===== src/sv/event_expiry_scheduler_unit_macros.svh =====
// ----------------------------------------------------------------------------
// event expiry scheduler assertion macros
// shared concurrent assertion forms for the scheduler rtl
// ----------------------------------------------------------------------------
`ifndef EVENT_EXPIRY_SCHEDULER_UNIT_MACROS_SVH
`define EVENT_EXPIRY_SCHEDULER_UNIT_MACROS_SVH

// same-cycle implication
`define EESU_ASSERT_IMP(label, clk, rst_n, ante, cons, msg) \
    label: assert property (@(posedge clk) disable iff (!rst_n) (ante) |-> (cons)) \
        else $error(msg);

// next-cycle implication
`define EESU_ASSERT_NXT(label, clk, rst_n, ante, cons, msg) \
    label: assert property (@(posedge clk) disable iff (!rst_n) (ante) |=> (cons)) \
        else $error(msg);

`endif


===== src/sv/eesu_pkg.sv =====
// ----------------------------------------------------------------------------
// eesu_pkg
// shared constants, codes and types of the event expiry scheduler
// ----------------------------------------------------------------------------
package eesu_pkg;

    localparam int EVENT_COUNT     = 17;
    localparam int FIRST_CPU_BASE  = 6;
    localparam int SECOND_CPU_BASE = 11;
    localparam int MAX_FIRE        = 6;
    localparam int FIRE_CNT_W      = 3;

    localparam logic [15:0] LOOKAHEAD_RST = 16'd64;

    localparam logic [2:0] OP_SCHED_ABS   = 3'd0;
    localparam logic [2:0] OP_RESCHED     = 3'd1;
    localparam logic [2:0] OP_SCHED_CPU   = 3'd2;
    localparam logic [2:0] OP_CANCEL      = 3'd3;
    localparam logic [2:0] OP_QUERY       = 3'd4;
    localparam logic [2:0] OP_RUN_GROUP   = 3'd5;

    localparam logic [1:0] GRP_SYS  = 2'd0;
    localparam logic [1:0] GRP_CPU0 = 2'd1;
    localparam logic [1:0] GRP_CPU1 = 2'd2;

    typedef struct packed {
        logic [2:0]  operation;
        logic [4:0]  event_id;
        logic        cpu_select;
        logic [63:0] time_value;
        logic [63:0] cpu_time;
        logic [63:0] cpu_target;
        logic        all_idle;
        logic [1:0]  event_group;
    } t_item;

    typedef struct packed {
        logic [63:0] time_out;
        logic        target_lowered;
        logic        fired;
        logic [4:0]  fired_id;
        logic [63:0] lateness;
        logic        query_error;
    } t_result;

    typedef struct packed {
        logic wr_en;
        logic rd_en;
    } t_ram_ctl;

endpackage


===== src/sv/event_expiry_scheduler_unit.sv =====
// ----------------------------------------------------------------------------
// event_expiry_scheduler_unit
// discrete event scheduler: per-event enable flag and 64-bit expiry time.
// s_axis carries one operation per transfer (tuser = operation code);
// m_axis returns its results, tlast on the final one of each operation.
// schedule, reschedule and cancel give no result; schedule after cpu and
// query give one; run group gives one per fired event, up to six.
// the config channel writes the 16-bit lookahead; write it only when idle.
// one operation is in flight at a time. every scan walks the slots through the
// single expiry memory read port, one slot a cycle unless a fired result stalls.
// each result is registered in the output register on its way to m_axis.
// reset disables all events, makes every expiry read as zero and sets lookahead to 64.
// a stalled m_axis holds the output register; the sequencer waits on it.
// ----------------------------------------------------------------------------
module event_expiry_scheduler_unit #(
    parameter int EVENT_COUNT     = eesu_pkg::EVENT_COUNT,
    parameter int FIRST_CPU_BASE  = eesu_pkg::FIRST_CPU_BASE,
    parameter int SECOND_CPU_BASE = eesu_pkg::SECOND_CPU_BASE
) (
    input  logic          i_clk,
    input  logic          i_rst_n,
    input  logic          s_axis_tvalid,
    output logic          s_axis_tready,
    // event_id, cpu_select, time_value, cpu_time, cpu_target, all_idle,
    // event_group, zero pad
    input  logic [207:0]  s_axis_tdata,
    // operation
    input  logic [2:0]    s_axis_tuser,
    input  logic          i_cfg_valid,
    output logic          o_cfg_ready,
    input  logic [15:0]   i_cfg_data,
    output logic          m_axis_tvalid,
    input  logic          m_axis_tready,
    // time_out, target_lowered, fired_id, lateness, query_error, zero pad
    output logic [135:0]  m_axis_tdata,
    // fired
    output logic [0:0]    m_axis_tuser,
    output logic          m_axis_tlast
);

    localparam int IDX_W = $clog2(EVENT_COUNT);

    eesu_pkg::t_item    w_item;
    eesu_pkg::t_result  w_res;
    logic               w_res_last;
    logic               w_res_valid;
    logic               w_res_ready;
    eesu_pkg::t_result  w_out;
    logic               w_out_last;
    eesu_pkg::t_ram_ctl w_ram_ctl;
    logic [IDX_W-1:0]   w_wr_addr;
    logic [63:0]        w_wr_data;
    logic [IDX_W-1:0]   w_rd_addr;
    logic [63:0]        w_rd_data;

    assign w_item.operation   = s_axis_tuser;
    assign w_item.event_id    = s_axis_tdata[4:0];
    assign w_item.cpu_select  = s_axis_tdata[5];
    assign w_item.time_value  = s_axis_tdata[69:6];
    assign w_item.cpu_time    = s_axis_tdata[133:70];
    assign w_item.cpu_target  = s_axis_tdata[197:134];
    assign w_item.all_idle    = s_axis_tdata[198];
    assign w_item.event_group = s_axis_tdata[200:199];

    eesu_ctrl #(
        .EVENT_COUNT     (EVENT_COUNT),
        .FIRST_CPU_BASE  (FIRST_CPU_BASE),
        .SECOND_CPU_BASE (SECOND_CPU_BASE),
        .IDX_W           (IDX_W)
    ) u_ctrl (
        .i_clk         (i_clk),
        .i_rst_n       (i_rst_n),
        .i_in_valid    (s_axis_tvalid),
        .o_in_ready    (s_axis_tready),
        .i_in          (w_item),
        .i_cfg_valid   (i_cfg_valid),
        .o_cfg_ready   (o_cfg_ready),
        .i_cfg_data    (i_cfg_data),
        .o_res_valid   (w_res_valid),
        .i_res_ready   (w_res_ready),
        .o_res         (w_res),
        .o_res_last    (w_res_last),
        .o_ram_ctl     (w_ram_ctl),
        .o_ram_wr_addr (w_wr_addr),
        .o_ram_wr_data (w_wr_data),
        .o_ram_rd_addr (w_rd_addr),
        .i_ram_rd_data (w_rd_data)
    );

    eesu_expiry_ram #(
        .DEPTH (EVENT_COUNT),
        .AW    (IDX_W)
    ) u_ram (
        .i_clk     (i_clk),
        .i_ctl     (w_ram_ctl),
        .i_wr_addr (w_wr_addr),
        .i_wr_data (w_wr_data),
        .i_rd_addr (w_rd_addr),
        .o_rd_data (w_rd_data)
    );

    eesu_out_reg u_out (
        .i_clk   (i_clk),
        .i_rst_n (i_rst_n),
        .i_valid (w_res_valid),
        .o_ready (w_res_ready),
        .i_res   (w_res),
        .i_last  (w_res_last),
        .o_valid (m_axis_tvalid),
        .i_ready (m_axis_tready),
        .o_res   (w_out),
        .o_last  (w_out_last)
    );

    assign m_axis_tdata[63:0]    = w_out.time_out;
    assign m_axis_tdata[64]      = w_out.target_lowered;
    assign m_axis_tdata[69:65]   = w_out.fired_id;
    assign m_axis_tdata[133:70]  = w_out.lateness;
    assign m_axis_tdata[134]     = w_out.query_error;
    assign m_axis_tdata[135]     = 1'b0;
    assign m_axis_tuser[0]       = w_out.fired;
    assign m_axis_tlast          = w_out_last;

endmodule


===== src/sv/eesu_expiry_ram.sv =====
// ----------------------------------------------------------------------------
// eesu_expiry_ram
// expiry time storage, one write and one registered read port
// ----------------------------------------------------------------------------
module eesu_expiry_ram #(
    parameter int DEPTH = eesu_pkg::EVENT_COUNT,
    parameter int AW    = $clog2(eesu_pkg::EVENT_COUNT)
) (
    input  logic                i_clk,
    input  eesu_pkg::t_ram_ctl  i_ctl,
    input  logic [AW-1:0]       i_wr_addr,
    input  logic [63:0]         i_wr_data,
    input  logic [AW-1:0]       i_rd_addr,
    output logic [63:0]         o_rd_data
);

    logic [63:0] r_mem [DEPTH];
    logic [63:0] r_rd_data;

    always_ff @(posedge i_clk) begin
        if (i_ctl.wr_en) begin
            r_mem[i_wr_addr] <= i_wr_data;
        end
        if (i_ctl.rd_en) begin
            r_rd_data <= r_mem[i_rd_addr];
        end
    end

    assign o_rd_data = r_rd_data;

endmodule


===== src/sv/eesu_ctrl.sv =====
// ----------------------------------------------------------------------------
// eesu_ctrl
// operation sequencer: enable flags, expiry read-modify-write and slot scans
// ----------------------------------------------------------------------------
`include "event_expiry_scheduler_unit_macros.svh"

module eesu_ctrl #(
    parameter int EVENT_COUNT     = eesu_pkg::EVENT_COUNT,
    parameter int FIRST_CPU_BASE  = eesu_pkg::FIRST_CPU_BASE,
    parameter int SECOND_CPU_BASE = eesu_pkg::SECOND_CPU_BASE,
    parameter int IDX_W           = $clog2(eesu_pkg::EVENT_COUNT)
) (
    input  logic                i_clk,
    input  logic                i_rst_n,
    input  logic                i_in_valid,
    output logic                o_in_ready,
    input  eesu_pkg::t_item     i_in,
    input  logic                i_cfg_valid,
    output logic                o_cfg_ready,
    input  logic [15:0]         i_cfg_data,
    output logic                o_res_valid,
    input  logic                i_res_ready,
    output eesu_pkg::t_result   o_res,
    output logic                o_res_last,
    output eesu_pkg::t_ram_ctl  o_ram_ctl,
    output logic [IDX_W-1:0]    o_ram_wr_addr,
    output logic [63:0]         o_ram_wr_data,
    output logic [IDX_W-1:0]    o_ram_rd_addr,
    input  logic [63:0]         i_ram_rd_data
);

    localparam int CNT_W = $clog2(EVENT_COUNT + 1);
    localparam int CMP_W = (CNT_W > 5) ? CNT_W : 5;
    localparam int FW    = eesu_pkg::FIRE_CNT_W;

    localparam int LO_C0 = (FIRST_CPU_BASE < EVENT_COUNT) ? FIRST_CPU_BASE : EVENT_COUNT;
    localparam int LO_C1 = (SECOND_CPU_BASE < EVENT_COUNT) ? SECOND_CPU_BASE : EVENT_COUNT;

    localparam logic [2:0] ST_IDLE = 3'd0;
    localparam logic [2:0] ST_PREP = 3'd1;
    localparam logic [2:0] ST_RMW  = 3'd2;
    localparam logic [2:0] ST_CMP2 = 3'd3;
    localparam logic [2:0] ST_SCAN = 3'd4;
    localparam logic [2:0] ST_QFIN = 3'd5;
    localparam logic [2:0] ST_QERR = 3'd6;
    localparam logic [2:0] ST_EMIT = 3'd7;

    logic [2:0]             r_state, n_state;
    eesu_pkg::t_item        r_item, n_item;
    logic [15:0]            r_lookahead;
    logic [EVENT_COUNT-1:0] r_enabled, n_enabled;
    logic [EVENT_COUNT-1:0] r_written, n_written;
    logic [CNT_W-1:0]       r_addr, n_addr;
    logic [CNT_W-1:0]       r_hi, n_hi;
    logic                   r_proc_vld, n_proc_vld;
    logic [IDX_W-1:0]       r_proc_idx, n_proc_idx;
    logic [63:0]            r_sum, n_sum;
    logic [63:0]            r_best, n_best;
    logic [FW-1:0]          r_count, n_count;
    eesu_pkg::t_result      r_pend, n_pend;
    logic                   r_pend_vld, n_pend_vld;

    logic                   w_id_ok;
    logic [IDX_W-1:0]       w_id_idx;
    logic [63:0]            w_rd_exp;
    logic                   w_is_query;
    logic                   w_hit;
    logic                   w_stall;
    logic                   w_fire_take;
    logic [63:0]            w_tgt_sh;
    logic                   w_lowered;

    assign w_id_ok    = CMP_W'(r_item.event_id) < CMP_W'(EVENT_COUNT);
    assign w_id_idx   = IDX_W'(r_item.event_id);
    assign w_rd_exp   = r_written[r_proc_idx] ? i_ram_rd_data : 64'd0;
    assign w_is_query = (r_item.operation == eesu_pkg::OP_QUERY);
    assign w_hit      = (r_state == ST_SCAN) && r_proc_vld && r_enabled[r_proc_idx]
                        && (w_is_query ? (w_rd_exp < r_best) : (r_sum >= w_rd_exp));
    assign w_stall    = !w_is_query && w_hit && r_pend_vld && !i_res_ready;
    assign w_fire_take = !w_is_query && w_hit && !w_stall;
    assign w_tgt_sh   = r_item.cpu_target << r_item.cpu_select;
    assign w_lowered  = r_sum < w_tgt_sh;

    assign o_in_ready  = (r_state == ST_IDLE);
    assign o_cfg_ready = 1'b1;
    assign o_res       = r_pend;
    assign o_res_last  = (r_state == ST_EMIT);

    always_comb begin
        n_state       = r_state;
        n_item        = r_item;
        n_enabled     = r_enabled;
        n_written     = r_written;
        n_addr        = r_addr;
        n_hi          = r_hi;
        n_proc_vld    = r_proc_vld;
        n_proc_idx    = r_proc_idx;
        n_sum         = r_sum;
        n_best        = r_best;
        n_count       = r_count;
        n_pend        = r_pend;
        n_pend_vld    = r_pend_vld;
        o_ram_ctl     = '0;
        o_ram_wr_addr = w_id_idx;
        o_ram_wr_data = r_item.time_value;
        o_ram_rd_addr = w_id_idx;
        o_res_valid   = 1'b0;

        case (r_state)
            ST_IDLE: begin
                if (i_in_valid) begin
                    n_item  = i_in;
                    n_state = ST_PREP;
                end
            end
            ST_PREP: begin
                n_state = ST_IDLE;
                case (r_item.operation)
                    eesu_pkg::OP_SCHED_ABS: begin
                        if (w_id_ok) begin
                            o_ram_ctl.wr_en     = 1'b1;
                            n_enabled[w_id_idx] = 1'b1;
                            n_written[w_id_idx] = 1'b1;
                        end
                    end
                    eesu_pkg::OP_RESCHED: begin
                        if (w_id_ok) begin
                            o_ram_ctl.rd_en = 1'b1;
                            n_proc_idx      = w_id_idx;
                            n_state         = ST_RMW;
                        end
                    end
                    eesu_pkg::OP_SCHED_CPU: begin
                        n_sum   = (r_item.cpu_time << r_item.cpu_select) + r_item.time_value;
                        n_state = ST_CMP2;
                    end
                    eesu_pkg::OP_CANCEL: begin
                        if (w_id_ok) begin
                            n_enabled[w_id_idx] = 1'b0;
                        end
                    end
                    eesu_pkg::OP_QUERY: begin
                        n_sum      = r_item.cpu_time + {48'd0, r_lookahead};
                        n_addr     = '0;
                        n_hi       = CNT_W'(EVENT_COUNT);
                        n_proc_vld = 1'b0;
                        n_best     = '1;
                        n_state    = ST_SCAN;
                    end
                    eesu_pkg::OP_RUN_GROUP: begin
                        n_count    = '0;
                        n_pend_vld = 1'b0;
                        n_proc_vld = 1'b0;
                        case (r_item.event_group)
                            eesu_pkg::GRP_SYS: begin
                                n_addr  = '0;
                                n_hi    = CNT_W'(LO_C0);
                                n_sum   = r_item.cpu_time;
                                n_state = ST_SCAN;
                            end
                            eesu_pkg::GRP_CPU0: begin
                                n_addr  = CNT_W'(LO_C0);
                                n_hi    = CNT_W'(LO_C1);
                                n_sum   = r_item.cpu_time;
                                n_state = ST_SCAN;
                            end
                            eesu_pkg::GRP_CPU1: begin
                                n_addr  = CNT_W'(LO_C1);
                                n_hi    = CNT_W'(EVENT_COUNT);
                                n_sum   = r_item.cpu_time << 1;
                                n_state = ST_SCAN;
                            end
                            default: begin
                                n_state = ST_IDLE;
                            end
                        endcase
                    end
                    default: begin
                        n_state = ST_IDLE;
                    end
                endcase
            end
            ST_RMW: begin
                o_ram_ctl.wr_en       = 1'b1;
                o_ram_wr_addr         = r_proc_idx;
                o_ram_wr_data         = w_rd_exp + r_item.time_value;
                n_enabled[r_proc_idx] = 1'b1;
                n_written[r_proc_idx] = 1'b1;
                n_state               = ST_IDLE;
            end
            ST_CMP2: begin
                n_pend                = '0;
                n_pend.time_out       = w_lowered ? (r_sum >> r_item.cpu_select)
                                                  : r_item.cpu_target;
                n_pend.target_lowered = w_lowered;
                if (w_id_ok) begin
                    o_ram_ctl.wr_en     = 1'b1;
                    o_ram_wr_data       = r_sum;
                    n_enabled[w_id_idx] = 1'b1;
                    n_written[w_id_idx] = 1'b1;
                end
                n_state = ST_EMIT;
            end
            ST_SCAN: begin
                o_res_valid   = !w_is_query && w_hit && r_pend_vld;
                o_ram_rd_addr = r_addr[IDX_W-1:0];
                if (!w_stall) begin
                    if (w_hit && w_is_query) begin
                        n_best = w_rd_exp;
                    end
                    if (w_fire_take) begin
                        n_enabled[r_proc_idx] = 1'b0;
                        n_pend                = '0;
                        n_pend.fired          = 1'b1;
                        n_pend.fired_id       = 5'(r_proc_idx);
                        n_pend.lateness       = r_sum - w_rd_exp;
                        n_pend_vld            = 1'b1;
                        n_count               = r_count + FW'(1);
                    end
                    if (r_addr < r_hi) begin
                        o_ram_ctl.rd_en = 1'b1;
                        n_proc_idx      = r_addr[IDX_W-1:0];
                        n_proc_vld      = 1'b1;
                        n_addr          = r_addr + CNT_W'(1);
                    end else begin
                        n_proc_vld = 1'b0;
                    end
                    if (w_fire_take && (r_count == FW'(eesu_pkg::MAX_FIRE - 1))) begin
                        n_proc_vld = 1'b0;
                        n_state    = ST_EMIT;
                    end else if (r_addr >= r_hi) begin
                        if (w_is_query) begin
                            n_state = ST_QFIN;
                        end else if (n_pend_vld) begin
                            n_state = ST_EMIT;
                        end else begin
                            n_state = ST_IDLE;
                        end
                    end
                end
            end
            ST_QFIN: begin
                if (!r_item.all_idle && (r_sum < r_best)) begin
                    n_best = r_sum;
                end
                n_state = ST_QERR;
            end
            ST_QERR: begin
                n_pend             = '0;
                n_pend.time_out    = r_best;
                n_pend.query_error = (r_best <= r_item.cpu_time);
                n_state            = ST_EMIT;
            end
            ST_EMIT: begin
                o_res_valid = 1'b1;
                if (i_res_ready) begin
                    n_pend_vld = 1'b0;
                    n_state    = ST_IDLE;
                end
            end
            default: begin
                n_state = ST_IDLE;
            end
        endcase
    end

    always_ff @(posedge i_clk) begin
        if (!i_rst_n) begin
            r_state     <= ST_IDLE;
            r_lookahead <= eesu_pkg::LOOKAHEAD_RST;
            r_enabled   <= '0;
            r_written   <= '0;
            r_proc_vld  <= 1'b0;
            r_pend_vld  <= 1'b0;
            r_count     <= '0;
        end else begin
            r_state    <= n_state;
            r_enabled  <= n_enabled;
            r_written  <= n_written;
            r_proc_vld <= n_proc_vld;
            r_pend_vld <= n_pend_vld;
            r_count    <= n_count;
            if (i_cfg_valid) begin
                r_lookahead <= i_cfg_data;
            end
        end
    end

    always_ff @(posedge i_clk) begin
        r_item     <= n_item;
        r_addr     <= n_addr;
        r_hi       <= n_hi;
        r_proc_idx <= n_proc_idx;
        r_sum      <= n_sum;
        r_best     <= n_best;
        r_pend     <= n_pend;
    end

    `EESU_ASSERT_IMP(a_fire_limit, i_clk, i_rst_n, 1'b1, r_count <= FW'(eesu_pkg::MAX_FIRE), "fire count above limit")
    `EESU_ASSERT_NXT(a_fire_clears, i_clk, i_rst_n, w_fire_take, !r_enabled[$past(r_proc_idx)], "fired event still enabled")
    `EESU_ASSERT_NXT(a_emit_hold, i_clk, i_rst_n, (r_state == ST_EMIT) && !i_res_ready, r_state == ST_EMIT, "result dropped under stall")
    `EESU_ASSERT_IMP(a_idle_empty, i_clk, i_rst_n, r_state == ST_IDLE, !r_pend_vld, "pending result left at idle")

endmodule


===== src/sv/eesu_out_reg.sv =====
// ----------------------------------------------------------------------------
// eesu_out_reg
// one-entry output register between sequencer and result stream
// ----------------------------------------------------------------------------
module eesu_out_reg (
    input  logic               i_clk,
    input  logic               i_rst_n,
    input  logic               i_valid,
    output logic               o_ready,
    input  eesu_pkg::t_result  i_res,
    input  logic               i_last,
    output logic               o_valid,
    input  logic               i_ready,
    output eesu_pkg::t_result  o_res,
    output logic               o_last
);

    logic              r_full;
    eesu_pkg::t_result r_res;
    logic              r_last;

    assign o_ready = !r_full || i_ready;
    assign o_valid = r_full;
    assign o_res   = r_res;
    assign o_last  = r_last;

    always_ff @(posedge i_clk) begin
        if (!i_rst_n) begin
            r_full <= 1'b0;
        end else if (i_valid && o_ready) begin
            r_full <= 1'b1;
        end else if (i_ready) begin
            r_full <= 1'b0;
        end
    end

    always_ff @(posedge i_clk) begin
        if (i_valid && o_ready) begin
            r_res  <= i_res;
            r_last <= i_last;
        end
    end

endmodule


===== config.mk =====
export PLATFORM = sky130hd
export DESIGN_NAME = event_expiry_scheduler_unit
export DESIGN_NICKNAME = d
export VERILOG_FILES = /design/src/sv/eesu_pkg.sv /design/src/sv/event_expiry_scheduler_unit.sv /design/src/sv/eesu_expiry_ram.sv /design/src/sv/eesu_ctrl.sv /design/src/sv/eesu_out_reg.sv
export VERILOG_INCLUDE_DIRS = /design/src /design/src/sv
export SDC_FILE = /design/constraint.sdc
export NUM_CORES = 2
export LEC_CHECK = 0
export BUFFER_PORTS_ARGS = -buffer_cell sky130_fd_sc_hd__buf_2
export CORE_MARGIN = 2
export CORE_UTILIZATION = 45
export CTS_CLUSTER_DIAMETER = 80
export DETAILED_ROUTE_END_ITERATION = 8
export PLACE_DENSITY = 0.6
export SYNTH_ARGS = -nofsm -noshare
export SYNTH_HDL_FRONTEND = slang
export SYNTH_HIERARCHICAL = 1
export SYNTH_SLANG_ARGS = --single-unit

===== constraint.sdc =====
create_clock -name i_clk -period 15.6 [get_ports i_clk]
set_clock_uncertainty 0.2 [all_clocks]
set_input_delay 1.56 -clock i_clk [delete_from_list [all_inputs] [get_ports i_clk]]
set_output_delay 1.56 -clock i_clk [all_outputs]
set_load 0.01 [all_outputs]

-- Yosys cells after proc, flatten, opt, wreduce, memory -nomap -nowiden
Memory sizes are Yosys's and may differ from the RTL's. A register that Yosys moved wholly into a read port is not among the register bits.
Index checks and enable logic that the tools add are counted.
- register bits: 679
- memory bits (writable): 1088
- memories kept: 1
- multiplexer cells: 84
- reductions and logical operators: 48
- bitwise gates (word level): 8
- shifts and indexed selects: 3
- $lt $le $gt $ge: 12
- eq/ne operators: 35
- add/sub/neg operators: 6
- memory list (memory ; words ; width ; read ports ; clocked after Yosys merged registers in ; wr ports ; line ; text):
    u_ram.r_mem ; 17 ; 64 ; 1 ; 1 ; 1 ; eesu_expiry_ram.sv:17 ; logic [63:0] r_mem [DEPTH];
- operators with widths (kind ; count):
    64-bit 2-to-1 mux ; 7
    136-bit one-hot mux with 3 select lines ; 1
    64-bit one-hot mux with 3 select lines ; 2
    136-bit 2-to-1 mux ; 2
    64-bit one-hot mux with 2 select lines ; 2
    64-bit less-than comparator ; 3
    64-bit adder ; 2
    64-bit by 1-bit left shift with 64-bit output ; 2
    17-bit 2-to-1 mux ; 6
    17-bit bitwise OR ; 4
    17-bit one-hot mux with 4 select lines ; 1
    64-bit by 16-bit adder with 64-bit output ; 1
    64-bit >= comparator ; 1
    64-bit <= comparator ; 1
    64-bit by 1-bit >> shifter with 64-bit output ; 1
    64-bit subtractor ; 1
    17-bit one-hot mux with 3 select lines ; 1
    5-bit 2-to-1 mux ; 8
    5-bit one-hot mux with 2 select lines ; 4
    17-bit bitwise AND ; 2
    17-bit NOT ; 2
    17-bit one-hot mux with 2 select lines ; 1
    3-bit 2-to-1 mux ; 11
    5-bit one-hot mux with 3 select lines ; 2
    other kinds (41) ; 128

-- Depth between registers and ports, before layout
- word-level depth: 20
- mapped depth: 24
- gate-level depth less buffers: 19

-- Hierarchy
The synthesis kept the hierarchy.
- modules (own cells, without submodules) (module ; instances ; area an instance (µm²) ; cells an instance):
    eesu_ctrl ; 1 ; 44511.4 ; 4957
    eesu_expiry_ram ; 1 ; 43679.4 ; 1797
    eesu_out_reg ; 1 ; 4171.5 ; 142
    event_expiry_scheduler_unit ; 1 ; 11.3 ; 2

-- Least setup slack after synthesis
Ideal clock, no wire load.
- path type: reg2reg
- start point: register u_ctrl.r_proc_idx[4]
- end point: register u_ram.r_rd_data[0] (netlist: u_ram/o_rd_data[0]) (read register of u_ram.r_mem) (enable)
- clock period less this slack: 9.464 ns
- arrival time: 8.690 ns
- cell stages (with the launch flop): 22
- library setup time: 0.574 ns
- setup slack: 6.136 ns
- cell sequence: edfxtp_1 clkbuf_1 nor3b_1 nand2_2 nand3_4 or2_0 clkbuf_1 buf_1 nand2_1 ha_1 buf_2 a21o_1 o21bai_1 a21oi_1 o221ai_1 a2111oi_0 a211o_1 o211a_2 a31oi_4 nand2_1 nor2_1 o21ai_0
- RTL lines (what ; line ; text):
    start: declaration ; eesu_ctrl.sv:56 ; logic [IDX_W-1:0] r_proc_idx, n_proc_idx;
    start signal: assignment ; eesu_ctrl.sv:293 ; r_proc_idx <= n_proc_idx;
    end: declaration ; eesu_expiry_ram.sv:18 ; logic [63:0] r_rd_data;

-- Final worst setup path
- start point: register u_ctrl.r_proc_idx[3]
- end point: register u_ctrl.r_pend (netlist bit u_ctrl/o_res[74]) (enable)
- cells in the longest elaborated chain, start to end: 13
- RTL lines (what ; line ; text):
    1-bit binary-select mux with 5-bit select ; eesu_ctrl.sv:75 ; assign w_rd_exp = r_written[r_proc_idx] ? i_ram_rd_data : 64'd0;
    1-bit 2-to-1 mux (not written as such) ; eesu_ctrl.sv:75 ;
    64-bit 2-to-1 mux ; eesu_ctrl.sv:75 ;
    64-bit >= comparator or 64-bit less-than comparator (tied branches) ; eesu_ctrl.sv:78 ; && (w_is_query ? (w_rd_exp < r_best) : (r_sum >= w_rd_exp));
    1-bit 2-to-1 mux ; eesu_ctrl.sv:78 ;
    1-bit logical AND * ; eesu_ctrl.sv:78 ;
    1-bit logical AND * ; eesu_ctrl.sv:79, eesu_ctrl.sv:80 ;
    1-bit logical AND (2 in series) ; eesu_ctrl.sv:79 ; assign w_stall = !w_is_query && w_hit && r_pend_vld && !i_res_ready;
    1-bit logical NOT ; eesu_ctrl.sv:80 ; assign w_fire_take = !w_is_query && w_hit && !w_stall;
    1-bit logical AND ; eesu_ctrl.sv:80 ;
    2-bit by 1-bit inequality test with 1-bit output (no line) ; n/a ;
    3-bit AND reduction (no line) * ; n/a ;
    end signal: assignment ; eesu_ctrl.sv:296 ; r_pend <= n_pend;
    end: declaration ; eesu_ctrl.sv:60 ; eesu_pkg::t_result r_pend, n_pend;
Every way passes the cells marked *; elsewhere a longest branch is shown, timed or not. The select of a mux whose other input is x is not followed.
A chain may end at the register's enable or synchronous reset.

==> impl_metrics.ini <==
[worst_hold_path]
hold_class = reg2reg
whs_path_depth = 0
hold-path-endpoint = u_out/o_res[26]$_DFFE_PP_
hp-start = u_ctrl/o_res[26]$_DFFE_PP_

[pwr]
pwr-share-comb = 0.108
seq_power_share = 0.493
pwr_density_cell_nw_per_um2 = 110
p_leak_nw = 37.7
clkPwrFrac = 0.398
p_switching_w = 0.00283
swShare = 0.249
intPower_w = 0.00854
irDropWorstVdd_mv = 0.103
totalPowerFinal_w = 0.0114

[cells_and_area]
mostFrequentLayoutCells = edfxtp_1 (1772), ha_1 (469), nand2_1 (461), a21oi_1 (400), buf_2 (363)
layout.nets = 7922
syn_to_final_growth_pct = 11.9
fin_cells = 10071
drive_gt1_frac = 0.165
layout_commonest_cell = edfxtp_1

[routing]
drt_first_iter_violations = 6830
route.vias.total = 61224
drt-wirelength-per-cell_um = 27.9
first_pass_iters = 8
detail-route-antenna-nets = 0
vias_per_cell = 6.08
routed_wl_mm = 281
drc = 0

[cts]
cts_buffer_depth = 3
clkLatencyLatePin_ns = 0.87
cts_hold_buf = 0
cts_buffers = 191
cts_max_level = 4
cts_sinks = 1831
ctsRootBufferMaster = clkbuf_16
clk_pin_slew_ns = 0.06
cts_tree = yes
cts_resized = 0
post_cts_buffers = 0

[worst_setup_path]
r2r_slack_ns = 6.72
r2r_end = u_ctrl/o_res[74]$_DFFE_PP_
cp_max_fo = 72
critical_path_class = reg2reg
timing.rr.start = u_ctrl/r_proc_idx[3]$_DFFE_PP_
worst_setup_path_start_kind = flip-flop
crit_path_end_kind = flip-flop
cpMostUsedCell = buf_4
crit_chain = nor3b_1 -> nand2_2 -> nand3_4 -> or2_2 -> buf_4 -> nand2_1 -> ha_1 -> nand2_1 -> or3_1 -> nor4_1 -> buf_4 -> nand4_1 -> o41a_1 -> a31oi_4 -> and3_1 -> o22a_4 -> buf_4 -> buf_4
crit_required_ns = 15.85
arrival_ns = 9.13
ff2ff_path_depth = 18
max_stage_delay_ns = 0.85
cp_slowest_cell = edfxtp_1

[yosys]
synth_ff_type = edfxtp_1
yosysTopAreaCell = edfxtp_1
synth-seq-cells = 1831
yosysWarnings = 6
synthTopCellsByArea = edfxtp_1 (58%), ha_1 (6.4%), mux4_2 (5.9%)
async_flop_share = 0
ys_seq_area_frac = 0.589
synthesis.instances = 6898
syn_nets = 7603
synthesis.area_um2 = 92400
synth_edf_count = 1772
synth_top_area_frac = 0.576
synth.avg_cell_area_um2 = 13.4
synth.distinct_cells = 111

[timing]
drv_slew = 0
tightest_slew_ns = 1.44
hold-worst-slack_ns = 0.212
setup_viol = 0
final.period_utilization = 0.569
rsz0062_at_grt = no
layout_setup_ws_ns = 6.72
slew_headroom = 0.0322
report.final.hold_viol_count = 0
max_freq_mhz = 113
finalCriticalPeriod_ns = 8.88
fin_setup_tns_ns = 0

[floorplanning]
fp-row-count = 166
fp.dieW_um = 457
io_pins = 373
coreArea_um2 = 204000
start_util = 0.452
die_y_um = 457
dieArea_um2 = 209000

[place]
pre_cts_slack_ns = 6.87
hpwl_mm = 199
numPortBuffers = 363
place_congestion = 0.975
dpl.cell_count = 9712

[global_route]
gr-total-overflow = 0
grt_pass1_wl_mm = 405
grt_max_degree = 99
antenna_found_initial = 11
grt_use_total = 0.264
grt_pass1_vias = 59038

[outcome]
status = finished clean

[flow_run]
maxCapViolations = 0
## worst max-delay path, delay by kind of cell (launching register included)
family	cells	cell delay [ns]
simple gates	10	3.32
buf+inv	4	1.95
compound gates	3	1.46
flops	1	0.85
fa+ha+maj	1	0.49
## sequential cells by signal, summed over array words and instances, names as in the netlist
name                cells
u_ctrl/r_pend_vld       1
u_ctrl/r_written       17
u_ctrl/r_lookahead     16
u_ram/o_rd_data        64
u_ctrl/r_sum           64
u_ctrl/r_hi             5
u_ctrl/r_count          3
u_ram/r_mem          1088
u_ctrl/r_enabled       17
u_ctrl/w_id_idx         5
u_ctrl/o_res          136
u_ctrl/r_best          64
u_ctrl/r_addr           5
u_out/o_res           136
u_ctrl/r_item         199
u_out/o_last            1
u_ctrl/r_proc_vld       1
u_ctrl/r_proc_idx       5
u_out/o_valid           1
u_ctrl/r_state          3
## stage by stage
| step | cell area (µm²) | utilization |
|---|---|---|
| floorplan | 92400 | - |
| global placement | 97100 | 0.475 |
| detailed placement | 97100 | 0.475 |
| CTS | 103000 | 0.506 |
| global route | 103000 | 0.506 |
| finish | 103000 | 0.506 |
## routing by layer
layer | global-route usage | wire (µm) | vias up
met5 | 0 | 0 | -
met4 | 0.0914 | 10100 | 0
met3 | 0.0335 | 20700 | 414
met2 | 0.405 | 126000 | 2532
met1 | 0.387 | 124000 | 30645
li1 | - | - | 27633
## cells in the mapped netlist, types with 38 or more instances
master    number
a21o_1       217
a21oi_1      400
a221oi_2      61
a22oi_1       68
a31oi_1       38
clkbuf_1     289
dfxtp_1       59
edfxtp_1    1772
ha_1         470
inv_1        263
mux2i_1      230
mux4_2       240
nand2_1      466
nand2b_1      60
nand3_1      202
nand4_1      116
nor2_1       366
nor2b_1       72
nor3_1        54
o211ai_1     116
o21a_1        44
o21ai_0      360
o21ai_1       46
o21bai_1      45
o22ai_1       84
o311ai_0      53
xnor2_1      119
xor2_1        83
## final cells by class
type	count	area, µm²
multi-input cells	4420	35300
diodes	12	30.0
repair buffers	510	3010
clock inverters	121	1300
fillers	17417	101000
clock buffers	226	4990
inverters	263	992
flip-flops and latches	1831	54400
well taps	2688	3360
## kinds of logic after synthesis
family,after synthesis,synth area share
and+or+nand+nor,1505,0.0775
DFF,1831,0.589
buffers and inverters,647,0.0321
muxes,501,0.0908
xor gates and xnor gates,202,0.0192
AOI/OAI and AO/OA,1737,0.127
adders and majority gates,473,0.0643
other,2,0.0000813
## worst max path at each step
stage,startpoint,end,cells past startpoint
floorplan,u_ctrl/r_proc_idx[4]$_DFFE_PP_,u_ram/o_rd_data[0]$_DFFE_PP_,21
global placement,u_ctrl/r_proc_idx[3]$_DFFE_PP_,u_ctrl/o_res[3]$_DFFE_PP_,18
detailed placement,u_ctrl/r_proc_idx[3]$_DFFE_PP_,u_ctrl/o_res[73]$_DFFE_PP_,18
CTS,u_ctrl/r_proc_idx[3]$_DFFE_PP_,u_ctrl/o_res[74]$_DFFE_PP_,18
global route,u_ctrl/r_proc_idx[3]$_DFFE_PP_,u_ctrl/o_res[8]$_DFFE_PP_,18
finish,u_ctrl/r_proc_idx[3]$_DFFE_PP_,u_ctrl/o_res[74]$_DFFE_PP_,18
## power by group through the flow
stage	Combinational [W]	Sequential, W	Clock, W
finish	0.00123	0.00561	0.00453
CTS	0.00122	0.00560	0.00462
detailed placement	0.00122	0.00571	0
global placement	0.00120	0.00571	0
global route	0.00135	0.00561	0.00481
floorplan	0.000885	0.00565	0
Note: power is estimated with default switching activity, not from simulation.
